<file path="src/rtl/core/ps2mpt_pkg.sv">
`default_nettype none

package ps2mpt_pkg;

   localparam int RX_BYTE_BITS = 8;
   localparam int CURSOR_BITS  = 16;
   // a delta with sign and overflow spans -511 .. 510
   localparam int DELTA_BITS   = 10;

   localparam logic signed [DELTA_BITS-1:0] OVERFLOW_STEP = 10'sd255;

   // bit positions in packet byte 0
   localparam int FLAG_LEFT   = 0;
   localparam int FLAG_RIGHT  = 1;
   localparam int FLAG_MIDDLE = 2;
   localparam int FLAG_SYNC   = 3;
   localparam int FLAG_X_SIGN = 4;
   localparam int FLAG_Y_SIGN = 5;
   localparam int FLAG_X_OVF  = 6;
   localparam int FLAG_Y_OVF  = 7;

   typedef struct packed {
      logic                   emit;
      logic [CURSOR_BITS-1:0] cursor_x;
      logic [CURSOR_BITS-1:0] cursor_y;
      logic                   left_pressed;
      logic                   right_pressed;
      logic                   middle_pressed;
   } tracker_result_type;

endpackage

`default_nettype wire

</file>
<file path="src/rtl/core/ps2mpt_axis.sv">
`default_nettype none

module ps2mpt_axis import ps2mpt_pkg::*; #(
   parameter int POSITION_BITS = 16
) (
   input  logic [POSITION_BITS-1:0] pos,
   input  logic [RX_BYTE_BITS-1:0]  delta_byte,
   input  logic                     negative,
   input  logic                     overflow,
   input  logic                     subtract,
   output logic [POSITION_BITS-1:0] pos_next
);

   logic signed [DELTA_BITS-1:0]      base_delta;
   logic signed [DELTA_BITS-1:0]      ovf_delta;
   logic signed [DELTA_BITS-1:0]      delta_sum;
   logic signed [DELTA_BITS-1:0]      eff_delta;
   logic signed [POSITION_BITS+1:0]   sum;

   always_comb begin
      // sign bit extends the byte, so a negative zero byte reads as -256
      base_delta = signed'({negative, negative, delta_byte});
      if (overflow) begin
         ovf_delta = negative ? -OVERFLOW_STEP : OVERFLOW_STEP;
      end else begin
         ovf_delta = '0;
      end
      delta_sum = base_delta + ovf_delta;
      eff_delta = subtract ? -delta_sum : delta_sum;
      sum = signed'({2'b00, pos}) + (POSITION_BITS+2)'(eff_delta);
      if (sum[POSITION_BITS+1]) begin
         pos_next = '0;
      end else if (sum[POSITION_BITS]) begin
         pos_next = '1;
      end else begin
         pos_next = sum[POSITION_BITS-1:0];
      end
   end

endmodule

`default_nettype wire

</file>
<file path="src/rtl/core/ps2mpt_tracker.sv">
`default_nettype none

module ps2mpt_tracker import ps2mpt_pkg::*; #(
   parameter int POSITION_BITS = 16
) (
   input  logic                    clock,
   input  logic                    reset,
   input  logic                    step,
   input  logic [RX_BYTE_BITS-1:0] rx_byte,
   output tracker_result_type      result
);

   typedef enum logic [1:0] {
      PH_FLAGS,
      PH_XDELTA,
      PH_YDELTA
   } phase_type;

   logic                     skip_first_ff, skip_first_in;
   phase_type                phase_ff, phase_in;
   logic [RX_BYTE_BITS-1:0]  flags_byte_ff, flags_byte_in;
   logic [RX_BYTE_BITS-1:0]  x_delta_byte_ff, x_delta_byte_in;
   logic [POSITION_BITS-1:0] pos_x_ff, pos_x_in;
   logic [POSITION_BITS-1:0] pos_y_ff, pos_y_in;
   logic [POSITION_BITS-1:0] new_x, new_y;

   ps2mpt_axis #(.POSITION_BITS(POSITION_BITS)) u_axis_x (
      .pos        (pos_x_ff),
      .delta_byte (x_delta_byte_ff),
      .negative   (flags_byte_ff[FLAG_X_SIGN]),
      .overflow   (flags_byte_ff[FLAG_X_OVF]),
      .subtract   (1'b0),
      .pos_next   (new_x)
   );

   // screen y grows downward
   ps2mpt_axis #(.POSITION_BITS(POSITION_BITS)) u_axis_y (
      .pos        (pos_y_ff),
      .delta_byte (rx_byte),
      .negative   (flags_byte_ff[FLAG_Y_SIGN]),
      .overflow   (flags_byte_ff[FLAG_Y_OVF]),
      .subtract   (1'b1),
      .pos_next   (new_y)
   );

   always_comb begin
      skip_first_in   = skip_first_ff;
      phase_in        = phase_ff;
      flags_byte_in   = flags_byte_ff;
      x_delta_byte_in = x_delta_byte_ff;
      pos_x_in        = pos_x_ff;
      pos_y_in        = pos_y_ff;
      result.emit     = 1'b0;
      if (skip_first_ff) begin
         skip_first_in = 1'b0;
      end else begin
         unique case (phase_ff)
            PH_XDELTA: begin
               x_delta_byte_in = rx_byte;
               phase_in        = PH_YDELTA;
            end
            PH_YDELTA: begin
               pos_x_in    = new_x;
               pos_y_in    = new_y;
               phase_in    = PH_FLAGS;
               result.emit = 1'b1;
            end
            default: begin
               // bytes without the sync bit are dropped until alignment
               if (rx_byte[FLAG_SYNC]) begin
                  flags_byte_in = rx_byte;
                  phase_in      = PH_XDELTA;
               end else begin
                  phase_in = PH_FLAGS;
               end
            end
         endcase
      end
      result.cursor_x       = CURSOR_BITS'(new_x);
      result.cursor_y       = CURSOR_BITS'(new_y);
      result.left_pressed   = flags_byte_ff[FLAG_LEFT];
      result.right_pressed  = flags_byte_ff[FLAG_RIGHT];
      result.middle_pressed = flags_byte_ff[FLAG_MIDDLE];
   end

   always_ff @(posedge clock) begin
      if (reset) begin
         skip_first_ff   <= 1'b1;
         phase_ff        <= PH_FLAGS;
         flags_byte_ff   <= '0;
         x_delta_byte_ff <= '0;
         pos_x_ff        <= '0;
         pos_y_ff        <= '0;
      end else if (step) begin
         skip_first_ff   <= skip_first_in;
         phase_ff        <= phase_in;
         flags_byte_ff   <= flags_byte_in;
         x_delta_byte_ff <= x_delta_byte_in;
         pos_x_ff        <= pos_x_in;
         pos_y_ff        <= pos_y_in;
      end
   end

endmodule

`default_nettype wire

</file>
<file path="config.mk">
export PLATFORM = sky130hd
export DESIGN_NAME = ps2mpt_tracker
export DESIGN_NICKNAME = d
export VERILOG_FILES = /design/src/rtl/core/ps2mpt_pkg.sv /design/src/rtl/core/ps2mpt_axis.sv /design/src/rtl/core/ps2mpt_tracker.sv
export SDC_FILE = /design/constraint.sdc
export NUM_CORES = 1
export LEC_CHECK = 0
export ABC_AREA = 1
export BUFFER_PORTS_ARGS = -buffer_cell sky130_fd_sc_hd__buf_2
export CAP_MARGIN = 20
export CELL_PAD_IN_SITES_DETAIL_PLACEMENT = 1
export CELL_PAD_IN_SITES_GLOBAL_PLACEMENT = 2
export CORE_MARGIN = 2
export CORE_UTILIZATION = 30
export CTS_CLUSTER_SIZE = 8
export DETAILED_ROUTE_END_ITERATION = 7
export PLACE_DENSITY = 0.86
export SYNTH_ARGS = -nofsm -noshare
export SYNTH_HDL_FRONTEND = slang
export SYNTH_SLANG_ARGS = --single-unit
</file>
<file path="constraint.sdc">
create_clock -name clock -period 4.11 [get_ports clock]
set_input_delay 0.6165 -clock clock [delete_from_list [all_inputs] [get_ports clock]]
set_output_delay 0.6165 -clock clock [all_outputs]
set_load 0.05 [all_outputs]
</file>
==> reports/summary.txt <==
vias in the first global route -> 6654
Max Cap Viol -> 0
Max Used Layer -> met4
Residual DRC -> 0
drt pass-1 iters -> 5
GRT Total Usage -> 24.6%
dominant cell type by area after synthesis -> dfxtp_1
register bit total from synthesis -> 50
Peak VDD IR -> 315 uV
critical path endpoint category -> output port
area share of the largest cell type after synthesis -> 20.6%
post-synthesis instance area -> 0.00487 mm2
final critical-path share of the clock period -> 121%
Starting Density -> 30.6%
most common cell after layout, fill and taps aside -> buf_4
total congestion overflow -> 0
Max Slew Vio Count -> 0
die width -> 131 um
Synth Instances -> 730
skew final -> 7.30 ps
Slew headroom -> 27.4%
Antenna Nets Post-Route -> 0
violated checks -> setup timing
H-tree level count -> 2
yosys warns -> 0
total number of vias -> 6194
Clock Latency Late Sink -> 330 ps
CTS Buffer Depth -> 2
wire length on met1 -> 8940 um
CP Class -> reg -> out
antenna violations before repair -> 0
drt via density -> 5.21
WP buf/inv -> 9
Final Hold Fails -> 0
Top delay family on crit path -> simple AND/OR/NAND/NOR gates
CP Max Fanout -> 8
Fill cells -> 1893
Clock transition at path regs -> 80 ps
Setup WS post-layout -> -870 ps
cts hold-fix bufs -> 0
RD Place Congestion -> 0.807
die height -> 131 um
RSZ-0062 raised after global routing -> yes
WL met3 -> 801 um
wire length on met2 -> 13700 um
Non-Filler Instances -> 1189
per-cell routed wire length -> 20.8 um
CTS sink cnt -> 50
slew at the pin with the worst max-slew slack -> 1090 ps
CP max stage cell -> dfxtp_2
crit-path cells -> inv_2, nor2_4, clkinv_4, buf_4, ha_1, ha_4, buf_4, buf_4, nand4_1, nand3_4, nand2_8, ha_4, nand2_4, nor4_4, a21oi_2, inv_1, nand2_2, nand2_4, buf_12, nand2_4, nand2_4, clkinvlp_4, buf_8
FMAX -> 201 MHz
most frequent cells in the layout -> buf_4, nand2_1, inv_1
share of layout cells above drive strength 1 -> 55.6%
nets@finish -> 1044
first-pass GRT wire length -> 34100 um
crit path DAT -> 4360 ps
TritonCTS buffer count -> 5
startpoint types -> flop
crit path time final -> 4980 ps
Synth Net Count -> 802
CTS tree -> built
FP Rows -> 46
HP Class -> reg -> reg
Crit path largest cell delay -> 340 ps
I/O pin total -> 47
DRT iter0 DRCs -> 255
Leak -> 0.00442 uW
area grow syn2layout -> 83.6%
total routed wirelength -> 24700 um
antenna fix cells -> 0
syn avg cell area -> 6.67 um2
status -> finished with violations
CTS Root Cell -> clkbuf_16
core area -> 0.0159 mm2
Buffers on Ports -> 46
crit-path most repeated cell -> nand2_4
Power Density -> 281 mW/mm2
largest net degree at the start of global routing -> 43
leading post-synthesis cells by cell area -> dfxtp_1, ha_1, nand2_1
sequential area share after synthesis -> 20.6%
DIE AREA -> 0.0173 mm2
# setup viols final -> 35
library cells used by synthesis -> 38
post-detail-place hpwl -> 12700 um
Worst Path Required -> 3490 ps
Inst Count DP -> 1108
Hold Slack -> 482 ps
[synth_stat cells (all sizes together)]
cell type / number
inv: 111
buf: 6
a21o: 4
fa: 3
nor3b: 1
nand4: 5
nor4: 2
clkbuf: 11
o21bai: 2
xor2: 12
nand2: 179
dfxtp: 50
nand3b: 5
nor3: 2
nor2: 38
a21oi: 88
a211oi: 1
ha: 58
o21ai: 65
xnor2: 21
a31oi: 2
nand3: 61
o211ai: 2
o21a: 1
[stage by stage]
stage	TNS, ps	utilization, %	power [uW]	area (um2)	setup slack, ps
2_1_floorplan	-63.8	-	1130	5160	-7.09
3_5_place_dp	-11610	41.5	1450	6590	-576
6_report	-19130	56.3	2510	8940	-870
5_1_grt	-23150	56.3	2600	8940	-976
4_1_cts	-10600	51.9	2300	8240	-519
3_3_place_gp	-7410	41.5	1440	6590	-409
[sequential cells by signal, summed over array words and instances (netlist names)]
name / flops
pos_x_ff: 16
pos_y_ff: 16
skip_first_ff: 1
phase_ff: 2
flags_byte_ff: 7
x_delta_byte_ff: 8
[cell families after synthesis]
logic type | synth area share (%)
adders and majority gates | 16.1
AOI/OAI and AO/OA | 18.7
and+or+nand+nor | 27.7
buffers and inverters | 11.0
xor gates and xnor gates | 5.94
DFF | 20.6
[where the power goes]
part           switching [uW]  internal [uW]  leakage [uW]
combinational             856            663       0.00393
clock                     264            235     0.0000752
sequential               5.40            490      0.000406
total                    1130           1390       0.00442
[worst min-delay path, cell delays in order (launching register included)]
cell     delay, ps
dfxtp_1        320
inv_1           60
o21ai_0         60
[layer usage]
metal,up-vias,track usage [%]
li1,2888,-
met2,167,48.2
met5,-,0
met4,0,10.6
met1,3040,25.6
met3,99,3.82
[timing repair]
| action | CTS | global route |
|---|---|---|
| cloned | 4 | 1 |
| setup endpoints to repair | 32 | 41 |
| pin swaps | 57 | 79 |
| resized for setup | 280 | 125 |
| buffers inserted | 54 | 29 |
[worst paths after layout]
path | from | to | slack, ps | cells past startpoint
setup reg to reg | flags_byte_ff[7] | pos_y_ff[11] | -370 | 30
hold / removal | skip_first_ff | skip_first_ff | 480 | 2
setup / recovery | flags_byte_ff[7] | result[5] | -870 | 23
hold reg to reg | skip_first_ff | skip_first_ff | 480 | 2
[final cells by class]
type,instances,area [um2],share of cell area [%]
Tap cell,216,270,3.02
Clock inverter,3,26.3,0.294
Inverter,111,482,5.39
Clock buffer,5,125,1.40
Timing Repair Buffer,249,2290,25.7
Sequential cell,50,1010,11.3
Multi-Input combinational cell,555,4730,52.9
(Power assumes the default switching activity.)
